<file path="config.mk">
export PLATFORM = sky130hd
export DESIGN_NAME = radio_packet_deframe_parse
export DESIGN_NICKNAME = d
export VERILOG_FILES = /design/src/rpd_pkg.sv /design/src/rpd_parser.sv /design/src/radio_packet_deframe_parse.sv
export SDC_FILE = /design/constraint.sdc
export NUM_CORES = 1
export LEC_CHECK = 0
export BUFFER_PORTS_ARGS = -buffer_cell sky130_fd_sc_hd__buf_2
export CORE_ASPECT_RATIO = 0.8
export CORE_UTILIZATION = 45
export CTS_CLUSTER_SIZE = 28
export DETAILED_ROUTE_END_ITERATION = 10
export MAX_ROUTING_LAYER = met4
export PLACE_DENSITY = 0.66
export SETUP_SLACK_MARGIN = 0.05
export SLEW_MARGIN = 20
export SYNTH_ARGS = -nofsm -noshare
export SYNTH_HDL_FRONTEND = slang
export SYNTH_SLANG_ARGS = --single-unit
</file>
<file path="constraint.sdc">
create_clock -name clk -period 5.8 [get_ports clk]
set_input_delay 0.58 -clock clk [delete_from_list [all_inputs] [get_ports clk]]
set_output_delay 0.58 -clock clk [all_outputs]
set_load 0.01 [all_outputs]
</file>
<file path="src/rpd_pkg.sv">
// Shared types and constants for the radio packet deframer and parser.
// Depends on nothing; every other file imports it.
package rpd_pkg;

    localparam int IR_COUNT_DEF = 3;
    localparam int IR_KEEP = 3;

    localparam logic [7:0] BYTE_START = 8'h4B;
    localparam logic [7:0] BYTE_SAFE  = 8'h5E;
    localparam logic [7:0] BYTE_SHAKE = 8'h7E;
    localparam logic [7:0] BYTE_END   = 8'h4F;
    localparam logic [7:0] BYTE_FILL  = 8'h7A;
    localparam logic [3:0] HI_IR      = 4'h2;
    localparam logic [3:0] HI_DIGIT   = 4'h3;
    localparam logic [3:0] HI_LETTER  = 4'h4;
    localparam logic [7:0] DIGIT_BASE = 8'h30;
    localparam logic [7:0] LETTER_BASE = 8'h37;

    typedef enum logic [3:0] {
        PH_IDLE  = 4'd0,
        PH_SAFE  = 4'd1,
        PH_FIRST = 4'd2,
        PH_IR    = 4'd3,
        PH_CHIRP = 4'd4,
        PH_INSTR = 4'd5,
        PH_DONE  = 4'd6
    } phase_t;

    typedef enum logic [1:0] {
        ST_SHAKE  = 2'd0,
        ST_FULL   = 2'd1,
        ST_REJECT = 2'd2,
        ST_IRONLY = 2'd3
    } status_t;

    typedef struct packed {
        status_t    status;
        logic [3:0] ir_first;
        logic [3:0] ir_second;
        logic [3:0] ir_third;
        logic [7:0] chirp_strength;
        logic [3:0] instruction;
    } result_t;

endpackage

</file>
<file path="src/rpd_parser.sv">
// Frame parser: per-word state machine and the result for a closing word.
// Depends on rpd_pkg.
module rpd_parser #(
    parameter int IR_COUNT = rpd_pkg::IR_COUNT_DEF
) (
    input  logic             clk,
    input  logic             rst_n,
    input  logic             take,
    input  logic [7:0]       rx_byte,
    output logic             result_valid,
    output rpd_pkg::result_t result
);
    import rpd_pkg::*;

    localparam int CNT_RAW = $clog2(IR_COUNT + 1);
    localparam int CNT_W = (CNT_RAW < 2) ? 2 : CNT_RAW;

    phase_t         phase_reg, phase_next;
    logic [3:0]     ir_reg [IR_KEEP];
    logic [3:0]     ir_next [IR_KEEP];
    logic [7:0]     chirp_reg, chirp_next;
    logic [3:0]     instr_reg, instr_next;
    status_t        verdict_reg, verdict_next;
    logic [CNT_W-1:0] cnt_reg, cnt_next;
    logic           second_reg, second_next;

    logic [3:0] hi;
    logic [CNT_W-1:0] cnt_inc;
    logic [7:0] digit;
    logic       frame_end;

    assign hi = rx_byte[7:4];
    assign cnt_inc = cnt_reg + 1'b1;
    assign frame_end = (rx_byte == BYTE_END) && (phase_reg != PH_IDLE);

    always_comb
    begin
        if (hi == HI_DIGIT)
        begin
            digit = rx_byte - DIGIT_BASE;
        end
        else if (hi == HI_LETTER)
        begin
            digit = rx_byte - LETTER_BASE;
        end
        else
        begin
            digit = 8'h00;
        end
    end

    always_comb
    begin
        phase_next = phase_reg;
        ir_next = ir_reg;
        chirp_next = chirp_reg;
        instr_next = instr_reg;
        verdict_next = verdict_reg;
        cnt_next = cnt_reg;
        second_next = second_reg;
        if (take && (rx_byte != BYTE_FILL))
        begin
            if ((rx_byte == BYTE_START) || frame_end)
            begin
                phase_next = (rx_byte == BYTE_START) ? PH_SAFE : PH_IDLE;
                for (int i = 0; i < IR_KEEP; i++)
                begin
                    ir_next[i] = 4'h0;
                end
                chirp_next = 8'h00;
                instr_next = 4'h0;
                verdict_next = ST_REJECT;
                cnt_next = '0;
                second_next = 1'b0;
            end
            else
            begin
                unique case (phase_reg)
                    PH_SAFE:
                    begin
                        phase_next = (rx_byte == BYTE_SAFE) ? PH_FIRST : PH_DONE;
                    end
                    PH_FIRST, PH_IR:
                    begin
                        if ((phase_reg == PH_FIRST) && (rx_byte == BYTE_SHAKE))
                        begin
                            verdict_next = ST_SHAKE;
                            phase_next = PH_DONE;
                        end
                        else if ((phase_reg == PH_IR) || (hi == HI_IR))
                        begin
                            for (int i = 0; i < IR_KEEP; i++)
                            begin
                                if (cnt_reg == CNT_W'(i))
                                begin
                                    ir_next[i] = rx_byte[3:0];
                                end
                            end
                            if (cnt_inc >= CNT_W'(IR_COUNT))
                            begin
                                cnt_next = '0;
                                phase_next = PH_CHIRP;
                            end
                            else
                            begin
                                cnt_next = cnt_inc;
                                phase_next = PH_IR;
                            end
                        end
                        else
                        begin
                            phase_next = PH_DONE;
                        end
                    end
                    PH_CHIRP:
                    begin
                        if (!second_reg && (hi != HI_DIGIT) && (hi != HI_LETTER))
                        begin
                            chirp_next = 8'h00;
                            verdict_next = ST_IRONLY;
                            phase_next = PH_DONE;
                        end
                        else
                        begin
                            chirp_next = {chirp_reg[3:0], 4'h0} | digit;
                            second_next = !second_reg;
                            if (second_reg)
                            begin
                                phase_next = PH_INSTR;
                            end
                        end
                    end
                    PH_INSTR:
                    begin
                        instr_next = rx_byte[3:0];
                        verdict_next = ST_FULL;
                        phase_next = PH_DONE;
                    end
                    default:
                    begin
                        phase_next = phase_reg;
                    end
                endcase
            end
        end
    end

    always_comb
    begin
        logic ir_ok;
        logic full;
        ir_ok = (verdict_reg == ST_FULL) || (verdict_reg == ST_IRONLY);
        full = (verdict_reg == ST_FULL);
        result_valid = take && frame_end;
        result.status = verdict_reg;
        result.ir_first = ir_ok ? ir_reg[0] : 4'h0;
        result.ir_second = ir_ok ? ir_reg[1] : 4'h0;
        result.ir_third = ir_ok ? ir_reg[2] : 4'h0;
        result.chirp_strength = full ? chirp_reg : 8'h00;
        result.instruction = full ? instr_reg : 4'h0;
    end

    always_ff @(posedge clk or negedge rst_n)
    begin
        if (!rst_n)
        begin
            phase_reg <= PH_IDLE;
            for (int i = 0; i < IR_KEEP; i++)
            begin
                ir_reg[i] <= 4'h0;
            end
            chirp_reg <= 8'h00;
            instr_reg <= 4'h0;
            verdict_reg <= ST_REJECT;
            cnt_reg <= '0;
            second_reg <= 1'b0;
        end
        else
        begin
            phase_reg <= phase_next;
            ir_reg <= ir_next;
            chirp_reg <= chirp_next;
            instr_reg <= instr_next;
            verdict_reg <= verdict_next;
            cnt_reg <= cnt_next;
            second_reg <= second_next;
        end
    end

endmodule

</file>
<file path="src/radio_packet_deframe_parse.sv">
// Latency: a closing word's result is shown the cycle after that word is accepted.
// Throughput: one word per cycle while rx_ready is high; parser state updates once
// per accepted word, and the result register refills while its old one is taken.
// Reset: asynchronous, active low; the parser returns to outside-frame with a
// rejected verdict and cleared fields, and no result is pending.
// Depends on rpd_pkg and rpd_parser.
module radio_packet_deframe_parse #(
    parameter int IR_COUNT = rpd_pkg::IR_COUNT_DEF
) (
    input  logic       clk,
    input  logic       rst_n,
    input  logic       rx_valid,
    output logic       rx_ready,
    input  logic [7:0] rx_byte,
    output logic       res_valid,
    input  logic       res_ready,
    output logic [1:0] status,
    output logic [3:0] ir_first,
    output logic [3:0] ir_second,
    output logic [3:0] ir_third,
    output logic [7:0] chirp_strength,
    output logic [3:0] instruction
);
    import rpd_pkg::*;

    logic    take;
    logic    result_valid;
    result_t result;
    logic    valid_reg;
    result_t out_reg;

    assign rx_ready = !valid_reg || res_ready;
    assign take = rx_valid && rx_ready;

    rpd_parser #(
        .IR_COUNT(IR_COUNT)
    ) u_parser (
        .clk(clk),
        .rst_n(rst_n),
        .take(take),
        .rx_byte(rx_byte),
        .result_valid(result_valid),
        .result(result)
    );

    always_ff @(posedge clk or negedge rst_n)
    begin
        if (!rst_n)
        begin
            valid_reg <= 1'b0;
        end
        else if (rx_ready)
        begin
            valid_reg <= result_valid;
        end
    end

    always_ff @(posedge clk)
    begin
        if (result_valid)
        begin
            out_reg <= result;
        end
    end

    assign res_valid = valid_reg;
    assign status = out_reg.status;
    assign ir_first = out_reg.ir_first;
    assign ir_second = out_reg.ir_second;
    assign ir_third = out_reg.ir_third;
    assign chirp_strength = out_reg.chirp_strength;
    assign instruction = out_reg.instruction;

endmodule

</file>
== Word-level counts from Yosys, hierarchy flattened ==
Cells that the tools add are included.

* Flip-flop bits (word level): 60
* Bits of input ports: 12
* Word-level logic and storage cells: 114

* Add/sub/neg operators: 3
* Magnitude comparators: 1
* Equal/unequal tests: 24
* Mux-type cells: 35
* Bitwise gates (word level): 1
* Reduce and logical (&&, ||, !) cells: 34

{| class="wikitable"
|+ Operators with widths
! kind !! count
|-
| 2-to-1 mux 12 bit || 4
|-
| 2-to-1 mux 8 bit || 5
|-
| 2-to-1 mux 4 bit || 9
|-
| == test 8 x 7 -> 1 bit (second input constant) || 4
|-
| == test 4 x 2 -> 1 bit (second input constant) || 4
|-
| 2-to-1 mux 2 bit || 8
|-
| case mux 4 bit (4 select lines) || 1
|-
| subtractor 8 x 6 -> 8 bit (second input constant) || 2
|-
| AND reduction 5 bit || 3
|-
| nonzero test 2 bit || 7
|-
| == test 4 x 3 -> 1 bit (second input constant) || 3
|-
| 2-to-1 mux 3 bit || 3
|-
| != test 8 x 7 -> 1 bit (second input constant) || 1
|-
| bitwise OR 8 bit || 1
|-
| AND reduction 4 bit || 2
|-
| nonzero test 4 bit || 2
|-
| logical AND 1 bit || 7
|-
| != test 3 x 1 -> 1 bit (second input constant) || 2
|-
| case mux 2 bit (3 select lines) || 1
|-
| AND reduction 3 bit || 2
|-
| nonzero test 5 bit || 1
|-
| == test 2 x 1 -> 1 bit (second input constant) || 2
|-
| == test 2 bit (second input constant) || 2
|-
| == test 4 x 1 -> 1 bit (second input constant) || 1
|-
| other kinds (12) || 21
|}

== Logic depth before layout (Yosys ltp) ==
Gate-level depths: netlist of the first run.

* Word-level depth: 7
* Gate-level depth with buffers: 8

== By module ==
A second synthesis of the first run with hierarchy kept.

* Cell total of the unflattened synthesis: 242
* Area total of the unflattened synthesis: 2865.2 µm²

{| class="wikitable"
|+ Modules (own cells, without submodules)
! module !! instances !! cells each !! area each (µm²) !! sequential area each (µm²)
|-
| rpd_parser || 1 || 212 || 2030.7 || 802.0
|-
| radio_packet_deframe_parse || 1 || 30 || 834.6 || 805.8
|}

== Least setup slack after synthesis of the first run ==
OpenSTA, ideal clock, no wires.

* Path kind: input -> register
* Start point: in rx_byte[3]
* End point: reg out_reg, in the netlist chirp_strength[0] (enable)
* Library setup time: 385 ps
* Arrival: 2052 ps
* Data required time: 5415 ps
* Path slack: 3363 ps
* Stages on the path: 5
* Path buffers: 1
* Cells stage by stage: buf_2 > and3b_1 > nand3_2 > nor2_1 > and4_1

* Cells in the longest elaborated chain, start to end: 3

{| class="wikitable"
|+ RTL lines
! element !! RTL line !! text
|-
| start: declaration || radio_packet_deframe_parse.sv:14 || <nowiki>input logic [7:0] rx_byte,</nowiki>
|-
| == test 8 x 7 -> 1 bit || rpd_parser.sv:34 || <nowiki>assign frame_end = (rx_byte == BYTE_END) && (phase_reg != PH_IDLE);</nowiki>
|-
| logical AND 1 bit || rpd_parser.sv:34 ||
|-
| logical AND 1 bit || rpd_parser.sv:154 || <nowiki>result_valid = take && frame_end;</nowiki>
|-
| via result_valid || radio_packet_deframe_parse.sv:27 || <nowiki>logic result_valid;</nowiki>
|-
| end signal: assignment || radio_packet_deframe_parse.sv:62 || <nowiki>out_reg <= result;</nowiki>
|-
| end: declaration || radio_packet_deframe_parse.sv:30 || <nowiki>result_t out_reg;</nowiki>
|}

The timed path passes the listed nets, and every way through them passes these cells.
A chain may end at the register's enable or synchronous reset.

== Final worst setup path of the first run ==
* Start point: in rx_byte[0]
* End point: reg u_parser.second_reg

* Cells in the longest elaborated chain, start to end: 5

{| class="wikitable"
|+ RTL lines
! element !! RTL line !! text
|-
| == test 8 x 7 -> 1 bit || rpd_parser.sv:34 ||
|-
| logical AND 1 bit || rpd_parser.sv:34 ||
|-
| logical OR 1 bit || rpd_parser.sv:63 || <nowiki>if ((rx_byte == BYTE_START) || frame_end)</nowiki>
|-
| != test 2 x 1 -> 1 bit (no source line) or nonzero test 2 bit (tied branches) || - ||
|-
| AND reduction 3 bit (no source line) || - ||
|-
| end signal: assignment || rpd_parser.sv:186 || <nowiki>second_reg <= second_next;</nowiki>
|-
| end: declaration || rpd_parser.sv:25 || <nowiki>logic second_reg, second_next;</nowiki>
|}

Parallel ways exist; a longest one is shown, timed or not.

==> results of run 1 <==
## worst reg2reg max path, stage by stage, from the launching register on
cell and delay [ns]:
dfrtp_1 0.38, nand2b_1 0.13, o311a_1 0.76, nand2_1 0.23
or2_1 0.37, o21ai_1 0.17
## placed cells by master, fill, tap and decap left out, drive strengths merged, types with 3 or more instances in the layout
cell	Yosys	final
a31oi	3	3
a21oi	4	4
dfrtp	32	32
nor2	14	14
nand2b	5	5
o21ai	20	20
inv	5	5
mux2	7	7
ha	6	6
nor3	5	5
and2	24	24
clkinv	0	4
edfxtp	26	26
a32o	11	11
buf	6	39
nand2	19	19
a22o	6	6
clkbuf	3	10
nand3	6	6
nor2b	5	5
## per-stage QoR
step / setup slack, ns / instance area [um2] / utilization / hold slack, ns / power (mW)
detailed placement: 2.83 / 3060 / 0.512 / 0.474 / 0.708
global placement: 2.94 / 3060 / 0.512 / 0.465 / 0.705
CTS: 3.18 / 3270 / 0.547 / 0.325 / 1.10
global route: 3.20 / 3270 / 0.547 / 0.354 / 1.15
floorplan: 3.36 / 2820 / - / 0.284 / 0.662
finish: 3.33 / 3270 / 0.547 / 0.311 / 1.10
## layer usage
| metal | vias to the layer above | track usage |
|---|---|---|
| met5 | - | - |
| met4 | 0 | 0.0681 |
| met3 | 11 | 0.0625 |
| met2 | 47 | 0.255 |
| met1 | 903 | 0.265 |
| li1 | 935 | - |
## cells by family (layout without fill, tap and decap cells)
logic type,Yosys count,after routing,share of synthesized area
adder cells (fa/ha/maj),6,6,0.0267
buffers and inverters,14,60,0.0258
flip-flops,59,59,0.571
multiplexers,8,8,0.0315
AO/OA/AOI/OAI,53,53,0.141
AND/OR/NAND/NOR,91,91,0.198
XOR/XNOR,2,2,0.00622
## final timing paths
kind                                                      to  cells after the start
setup / recovery             u_parser.second_reg$_DFFE_PN0P_                      8
hold / removal             u_parser.chirp_reg[4]$_DFFE_PN0P_                      1
setup reg to reg             u_parser.second_reg$_DFFE_PN0P_                      5
hold reg to reg               u_parser.ir_reg[2]$_DFFE_PN0P_                      1
max in group asynchronous  u_parser.instr_reg[1]$_DFFE_PN0P_                      1
min in group clk              u_parser.ir_reg[2]$_DFFE_PN0P_                      1
## power by group through the flow
stage | registers, mW | clock network (mW) | logic [mW]
after floorplan | 0.517 | 0 | 0.145
after global placement | 0.550 | 0 | 0.155
after detailed placement | 0.551 | 0 | 0.157
after CTS | 0.542 | 0.402 | 0.157
after global routing | 0.552 | 0.422 | 0.176
final | 0.543 | 0.395 | 0.158
## layout make-up
| cell class | count | area (um2) |
|---|---|---|
| sequential | 59 | 1610 |
| inverter | 5 | 18.8 |
| timing repair buffer | 39 | 195 |
| tap | 81 | 101 |
| clock inverter | 6 | 81.3 |
| multi-input combinational | 160 | 1140 |
| clock buffer | 10 | 128 |
| fill | 531 | 2710 |
==> run_results.csv, run 1 <==
group,metric,value,unit
pwr,pwr-share-seq,0.496,
timing,slew_violations,0,
logic_synthesis,synth_cell_types,51,
worst_setup_path,worst-path-buf-inv,2,
timing,max_slew_margin,0.429,
flow_run,max_cap_viol_count,0,
layout,nets,292,
die,io_pins,40,
die,fp-row-count,25,
pwr,p_sw_frac,0.270,
logic_synthesis,synthCells,233,
placed_design,gp_congestion,0.934,
placed_design,io_buffers,39,
layout,drive_above_1_share,0.237,
pwr,pwr-share-comb,0.144,
worst_setup_path,cp_cell_sequence,"buf_2 -> inv_1 -> ha_1 -> nand4b_1 -> o311a_1 -> nand2_1 -> or2_1 -> o21ai_1",
worst_setup_path,crit_path_top_delay_cell,"o311a_1",
worst_setup_path,cpPeakStageDelay,0.75,ns
pwr,intPower,800,uW
die,die_x,90.5,um
cts,numCtsBuffers,9,
worst_setup_path,r2r_slack,3.68,ns
die,core_region_area,0.00597,mm2
route,wl_met3,251,um
layout,instances_no_fill,360,
worst_setup_path,cp_top_family,"compound AO/OA/AOI/OAI gates",
logic_synthesis,synth_top_cells_by_count,"32 x dfrtp_1, 26 x edfxtp_1, 24 x and2_1",
route,routed.top_layer,"met4",
die,die_h,72.8,um
cts,clk_pin_slew,0.06,ns
cts,clk_path_buf_depth,2,
route,vias_per_cell,5.27,
grt,grt_pass1_vias,1709,
layout,insertedDiodeCount,0,
timing,fmax,404,MHz
logic_synthesis,ys.flop_type,"dfrtp_1",
logic_synthesis,ys_warn_count,0,
grt,antenna_found_initial,0,
layout,largest_register_ffs,12,
die,start_util,0.471,
timing,rsz0062_at_grt,"false",
logic_synthesis,synthArstFlopShare,0.559,
route,wire_per_inst,15.3,um
logic_synthesis,synth-seq-area-share,0.571,
route,drc_errors,0,
cts,cts-resized-gates,0,
grt,grt_max_degree,34,
layout,syn_to_final_growth,16.1,%
route,via_count,1896,
cts,clkSinkCount,59,
die,die_area,0.00658,mm2
timing,period_needed,2.47,ns
timing,setup_tns,0,ns
grt,grtUsageTotal,0.189,
cts,htreeDepth,3,
pwr,p_leak,1.46,nW
worst_setup_path,critPathLaunchType,"primary input",
cts,cts-root-buf,"clkbuf_8",
pwr,p_per_area,335,mW/mm2
cts,ctsHoldBuffers,0,
pwr,vdd_drop_max,0.198,mV
pwr,clkPwrFrac,0.360,
placed_design,dp.cells,344,
pwr,switching_power,296,uW
worst_setup_path,arrival,2.73,ns
timing,tightest_slew,0.857,ns
worst_hold_path,hold_class,"in2async",
worst_setup_path,worstSetupPathType,"in2reg",
logic_synthesis,synth_edf_count,26,
grt,grt_pass1_wl,8910,um
cts,cts_tree,"built",
worst_setup_path,required,6.06,ns
logic_synthesis,synth_area_leaders,"dfrtp_1 28%, edfxtp_1 28%, and2_1 5.3%",
route,dr.first_iter.drc_count,164,
logic_synthesis,yosysMostFrequentCell,"dfrtp_1",
timing,hold_violations,0,
cts,worstSkewPairLatency,0.34,ns
logic_synthesis,synth.avg_cell_area,12.1,um2
route,met2_length,2330,um
logic_synthesis,synth.top_cell.area_share,0.284,
logic_synthesis,synth_top_area_cell,"dfrtp_1",
timing,setup_violations,0,
logic_synthesis,synth.ff_latch_count,59,
route,antenna_left,0,
worst_setup_path,cp_max_fo,22,
route,drt-total-wl,5520,um
timing,period_share,0.427,
route,wl_met1,2850,um
cts,cts_setup_buffers,0,
status,status,"complete, no violations",
placed_design,dp_hpwl,3850,um
worst_setup_path,r2r-start,"res_valid$_DFFE_PN0N_",
logic_synthesis,netlist_area,0.00282,mm2
grt,grt_overflow_total,0,
logic_synthesis,synthesis.nets,251,
worst_setup_path,critPathCaptureType,"flop",
worst_setup_path,startpoint,"rx_byte[0]",
timing,fin_skew,0.00469,ns
route,drtPass1Iterations,5,
No activity file was read; power rests on OpenSTA's default activity.
==> inputs of run 2 (changes only) <==
clock period = 2.34 ns   (was 5.8 ns; I/O delays follow)
==> run 2 against run 1 <==
Via count increased by 2.2%. Power increased by 140%. Die area stayed put. Sequential share of layout area fell by 0.63 points. Setup slack worse by 2.8 ns. Global-route usage rose by 0.81 points. Critical endpoint is now u_parser.ir_reg[6]$_DFFE_PN0P_.
==> run_results.csv, run 2 (synthesis gave the netlist of run 1 again) <==
group,metric,value,unit
status,status,"complete, no violations",
worst_setup_path,critPathLaunchType,"flop",
worst_hold_path,hold_class,"in2reg",
worst_setup_path,r2r_slack,0.51,ns
layout,syn_to_final_growth,17.6,%
placed_design,dp_hpwl,3860,um
worst_setup_path,critPathCaptureType,"flop",
pwr,p_leak,1.48,nW
cts,cts-root-buf,"clkbuf_8",
die,fp-row-count,25,
die,die_x,90.5,um
cts,clkSinkCount,59,
die,core_region_area,0.00597,mm2
timing,period_needed,1.83,ns
cts,clk_path_buf_depth,2,
grt,antenna_found_initial,0,
grt,grt_max_degree,34,
timing,rsz0062_at_grt,"false",
worst_setup_path,worstSetupPathType,"reg2reg",
worst_setup_path,regToRegEndpoint,"u_parser.ir_reg[6]$_DFFE_PN0P_",
timing,tightest_slew,0.772,ns
route,via_count,1937,
route,vias_per_cell,5.28,
cts,clk_pin_slew,0.07,ns
pwr,vdd_drop_max,0.375,mV
layout,nets,299,
worst_setup_path,ff2ff_path_depth,4,
timing,max_slew_margin,0.485,
route,drtPass1Iterations,4,
placed_design,io_buffers,39,
route,drt-total-wl,5600,um
worst_setup_path,arrival,2.05,ns
grt,grtUsageTotal,0.197,
layout,layout_commonest_cell,"buf_2",
worst_setup_path,cp_max_fo,9,
timing,hold_violations,0,
flow_run,max_cap_viol_count,0,
cts,cts_setup_buffers,0,
timing,setup_violations,0,
layout,insertedDiodeCount,0,
die,io_pins,40,
cts,worstSkewPairLatency,0.34,ns
timing,period_share,0.784,
pwr,finalPower,2.61,mW
worst_setup_path,required,2.56,ns
grt,grt_pass1_vias,1763,
grt,grt_overflow_total,0,
route,wire_per_inst,15.3,um
pwr,p_per_area,789,mW/mm2
cts,numCtsBuffers,9,
route,drc_errors,0,
timing,fin_hold_ws,0.162,ns
route,antenna_left,0,
layout,drive_above_1_share,0.248,
layout,largest_register_ffs,12,
layout,mostFrequentLayoutCells,"39 x buf_2, 32 x dfrtp_1, 26 x edfxtp_1",
die,die_area,0.00658,mm2
cts,htreeDepth,3,
worst_hold_path,hp-start,"rx_valid",
grt,grt_pass1_wl,9260,um
timing,setup_tns,0,ns
worst_setup_path,r2r-start,"u_parser.phase_reg[1]$_DFFE_PN0P_",
die,die_h,72.8,um
timing,fin_skew,0.00750,ns
route,dr.first_iter.drc_count,86,
worst_setup_path,cp-endpoint,"u_parser.ir_reg[6]$_DFFE_PN0P_",
placed_design,gp_congestion,0.948,
cts,cts-resized-gates,0,
die,start_util,0.471,
cts,cts_tree,"built",
worst_setup_path,startpoint,"u_parser.phase_reg[1]$_DFFE_PN0P_",
timing,slew_violations,0,
timing,fmax,545,MHz
run 2: cell count changes in the layout (fill, tap and decap cells not counted), sizes merged:
cell,before,now
bufinv,2,1
clkinvlp,0,2
buf,39,45
dlygate4sd3,0,1
clkinv,4,3
run 2: cell type report:
cell class | instances | area (um2)
fill | 530 | 2660
sequential | 59 | 1610
multi-input combinational | 160 | 1140
timing repair buffer | 46 | 263
clock buffer | 10 | 128
tap | 81 | 101
clock inverter | 6 | 57.6
inverter | 5 | 18.8
run 2: routing by layer:
layer  GRT usage  routed length, um
met5           -                  0
met4      0.0860                 52
met3      0.0604                330
met2       0.270               2330
met1       0.271               2890
run 2: worst min-delay path by stage:
stage | slack (ns) | depth (start not counted) | endpoint
2_1_floorplan | -0.06 | 0 | res_valid$_DFFE_PN0N_
3_3_place_gp | 0.35 | 1 | u_parser.chirp_reg[5]$_DFFE_PN0P_
3_5_place_dp | 0.36 | 1 | u_parser.chirp_reg[5]$_DFFE_PN0P_
4_1_cts | 0.15 | 3 | res_valid$_DFFE_PN0N_
5_1_grt | 0.18 | 3 | res_valid$_DFFE_PN0N_
6_report | 0.16 | 3 | res_valid$_DFFE_PN0N_
run 2: timing repair:
item	4_1_cts	5_1_grt
setup endpoints to repair	0	0
hold buffers	1	0
endpoints found under the hold margin	6	0
run 2: worst max-delay path: stages, from the launching register on:
cell	delay, ns
dfrtp_1	0.50
nor4b_4	0.35
and4b_4	0.28
o21ai_2	0.23
mux2_1	0.34
run 2: report_power, final:
part | internal [mW] | switching, mW | leakage (nW)
sequential | 1.21 | 0.139 | 0.723
clock | 0.482 | 0.389 | 0.0874
combinational | 0.191 | 0.207 | 0.667
total | 1.88 | 0.735 | 1.48
run 2: metrics by stage:
stage	instances	util	setup slack, ns	cell area, um2
6_report	367	0.554	0.506	3310
5_1_grt	367	0.554	0.347	3310
4_1_cts	367	0.554	0.511	3310
3_5_place_dp	350	0.522	0.233	3120
3_3_place_gp	350	0.522	0.229	3120
2_1_floorplan	233	-	0.249	2820
==> inputs of run 3 (changes only) <==
ABC_AREA = 1   (was not set)
clock period = 1.8 ns   (was 2.34 ns; I/O delays follow)
==> run 3 against run 2 <==
Register-to-register slack worse by 0.26 ns. Clock skew is 0.0056 ns higher. Flip-flop and latch count stayed put. Non-clock buffer count is 2 higher. Sequential share of layout area is 1.7 points lower. Combinational power grew to 2.7 times the previous value. Die area is 0.52% higher. Setup slack worse by 0.26 ns. Via count is 17% higher. Largest power group unchanged.
==> run_results.csv, run 3 <==
group,metric,value,unit
timing,hold_violations,0,
logic_synthesis,synth_top_cells_by_count,"97 x nand2_1, 47 x inv_1, 32 x dfrtp_1",
route,antenna_left,0,
cts,clk_pin_slew,0.07,ns
logic_synthesis,synthCells,325,
die,die_h,73.0,um
layout,layout_commonest_cell,"nand2_1",
grt,antenna_found_initial,0,
route,dr.first_iter.drc_count,144,
grt,grt_pass1_wl,9650,um
worst_hold_path,hp-start,"res_ready",
layout,nets,398,
worst_setup_path,crit_path_top_delay_cell,"dfrtp_1",
layout,mostFrequentLayoutCells,"96 x nand2_1, 47 x inv_1, 39 x buf_2",
worst_setup_path,cp_max_fo,8,
logic_synthesis,yosysMostFrequentCell,"nand2_1",
cts,clkSinkCount,59,
worst_setup_path,r2r_slack,0.24,ns
placed_design,gp_congestion,0.980,
logic_synthesis,synth_cell_types,22,
worst_setup_path,critPathCaptureType,"flop",
worst_setup_path,worstSetupPathType,"reg2reg",
logic_synthesis,synthArstFlopShare,0.559,
cts,numCtsBuffers,9,
route,wl_met3,289,um
worst_setup_path,critPathLaunchType,"flop",
logic_synthesis,synth-seq-area-share,0.568,
timing,rsz0062_at_grt,"true",
pwr,p_leak,1.76,nW
placed_design,io_buffers,39,
die,fp-row-count,25,
worst_setup_path,startpoint,"res_valid$_DFFE_PN0N_",
route,drc_errors,0,
layout,largest_register_ffs,12,
worst_setup_path,r2r-start,"res_valid$_DFFE_PN0N_",
die,die_x,90.7,um
die,die_area,0.00662,mm2
die,io_pins,40,
timing,setup_violations,0,
cts,clk_path_buf_depth,2,
layout,insertedDiodeCount,0,
flow_run,max_cap_viol_count,0,
worst_setup_path,cpPeakStageDelay,0.38,ns
logic_synthesis,synth_area_leaders,"dfrtp_1 28%, edfxtp_1 28%, nand2_1 13%",
cts,worstSkewPairLatency,0.33,ns
timing,tightest_slew,0.748,ns
route,wl_met1,2940,um
grt,grtUsageTotal,0.201,
timing,period_needed,1.56,ns
logic_synthesis,ys.flop_type,"dfrtp_1",
grt,grt_pass1_vias,2021,
worst_setup_path,arrival,1.75,ns
die,core_region_area,0.00597,mm2
placed_design,dp_hpwl,4180,um
logic_synthesis,netlist_area,0.00283,mm2
grt,grt_overflow_total,0,
logic_synthesis,synth.ff_latch_count,59,
timing,max_slew_margin,0.502,
route,drt-total-wl,5880,um
worst_setup_path,cp_cell_sequence,"nand2_1 -> nand2_1 -> a21oi_4 -> buf_4 -> nand3_2 -> nand2_1 -> o21ai_0",
worst_hold_path,hold_class,"in2reg",
pwr,p_per_area,1270,mW/mm2
cts,cts_tree,"built",
layout,drive_above_1_share,0.205,
logic_synthesis,ys_warn_count,0,
route,routed.top_layer,"met4",
route,met2_length,2580,um
timing,fmax,642,MHz
status,status,"complete, no violations",
timing,slew_violations,0,
logic_synthesis,synth.avg_cell_area,8.71,um2
timing,setup_tns,0,ns
logic_synthesis,synth_edf_count,26,
logic_synthesis,synthesis.nets,343,
worst_setup_path,critPathMostFrequentCell,"nand2_1",
timing,period_share,0.866,
timing,fin_skew,0.0131,ns
grt,grt_max_degree,34,
cts,cts-root-buf,"clkbuf_8",
layout,fin_util,0.575,
route,vias_per_cell,4.86,
cts,htreeDepth,3,
cts,cts_setup_buffers,0,
layout,syn_to_final_growth,21.3,%
route,wire_per_inst,12.6,um
route,via_count,2263,
die,start_util,0.474,
pwr,vdd_drop_max,0.700,mV
logic_synthesis,synth.top_cell.area_share,0.283,
logic_synthesis,synth_top_area_cell,"dfrtp_1",
worst_setup_path,required,1.99,ns
route,drtPass1Iterations,7,
==> run 3: cell types whose count changed in the layout (fill, tap and decap cells not counted), moves of 5 or more <==
cell and delta:
nor2b_1 -5, nor2_1 +12, nand2_2 +6, o21ai_0 +24
inv_1 +42, mux2_1 -6, o21ai_1 -6, nand2_1 +78
a22o_1 -6, a32o_1 -11, nand3_1 +18, and2_1 -24
==> run 3: cell families after synthesis <==
logic type,Yosys count,share of synthesized area
buffers and inverters,53,0.0760
AND/OR/NAND/NOR,163,0.242
flip-flops,59,0.568
adder cells (fa/ha/maj),6,0.0265
AO/OA/AOI/OAI,44,0.0875
==> run 3: metal layers <==
layer | vias to the layer above | GRT usage
met5 | - | -
met4 | 0 | 0.0609
met3 | 7 | 0.0656
met2 | 69 | 0.288
met1 | 1027 | 0.272
li1 | 1160 | -
==> run 3: timing repair <==
item	CTS	global route
hold buffers	1	0
resized for setup	0	1
endpoints found under the hold margin	32	0
endpoints found under the setup margin	0	16
==> run 3: stage by stage <==
step	setup WS [ns]	std cells	cell area (um2)	hold WS [ns]	power, mW
after global routing	0.0586	466	3430	0.202	4.67
after CTS	0.172	465	3420	0.169	4.39
final	0.242	466	3430	0.177	4.37
after global placement	0.126	448	3170	0.293	2.91
after floorplan	0.110	325	2840	-0.116	2.64
after detailed placement	0.0724	448	3170	0.294	2.93
==> run 3: final cells by class <==
cell class	count	area, um2
fillers	540	2540
inverters	48	180
multi-input cells	214	1030
repair buffers	48	278
flip-flops and latches	59	1610
clock buffers	9	124
clock inverters	7	115
well taps	81	101
==> run 3: path summary, 6_finish.rpt <==
path	depth (start not counted)	end
worst max-delay path	7	u_parser.ir_reg[9]$_DFFE_PN0P_
worst max register to register	7	u_parser.ir_reg[9]$_DFFE_PN0P_
worst min-delay path	4	res_valid$_DFFE_PN0N_
worst min register to register	2	u_parser.ir_reg[1]$_DFFE_PN0P_
max in group asynchronous	2	u_parser.ir_reg[2]$_DFFE_PN0P_
min in group asynchronous	2	u_parser.second_reg$_DFFE_PN0P_
==> run 3: worst max-delay path: cells and delay by family (launching register included) <==
| family | cells | cell delay [ns] |
|---|---|---|
| AO/OA/AOI/OAI | 2 | 0.37 |
| buffers and inverters | 1 | 0.18 |
| flip-flops | 1 | 0.38 |
| AND/OR/NAND/NOR | 4 | 0.50 |
==> run 3: where the power goes <==
part           total (mW)  switching [mW]  internal (mW)  leakage, nW
Sequential           1.86           0.163           1.70        0.690
Clock                1.44           0.528          0.917        0.117
Combinational        1.06           0.701          0.363        0.948
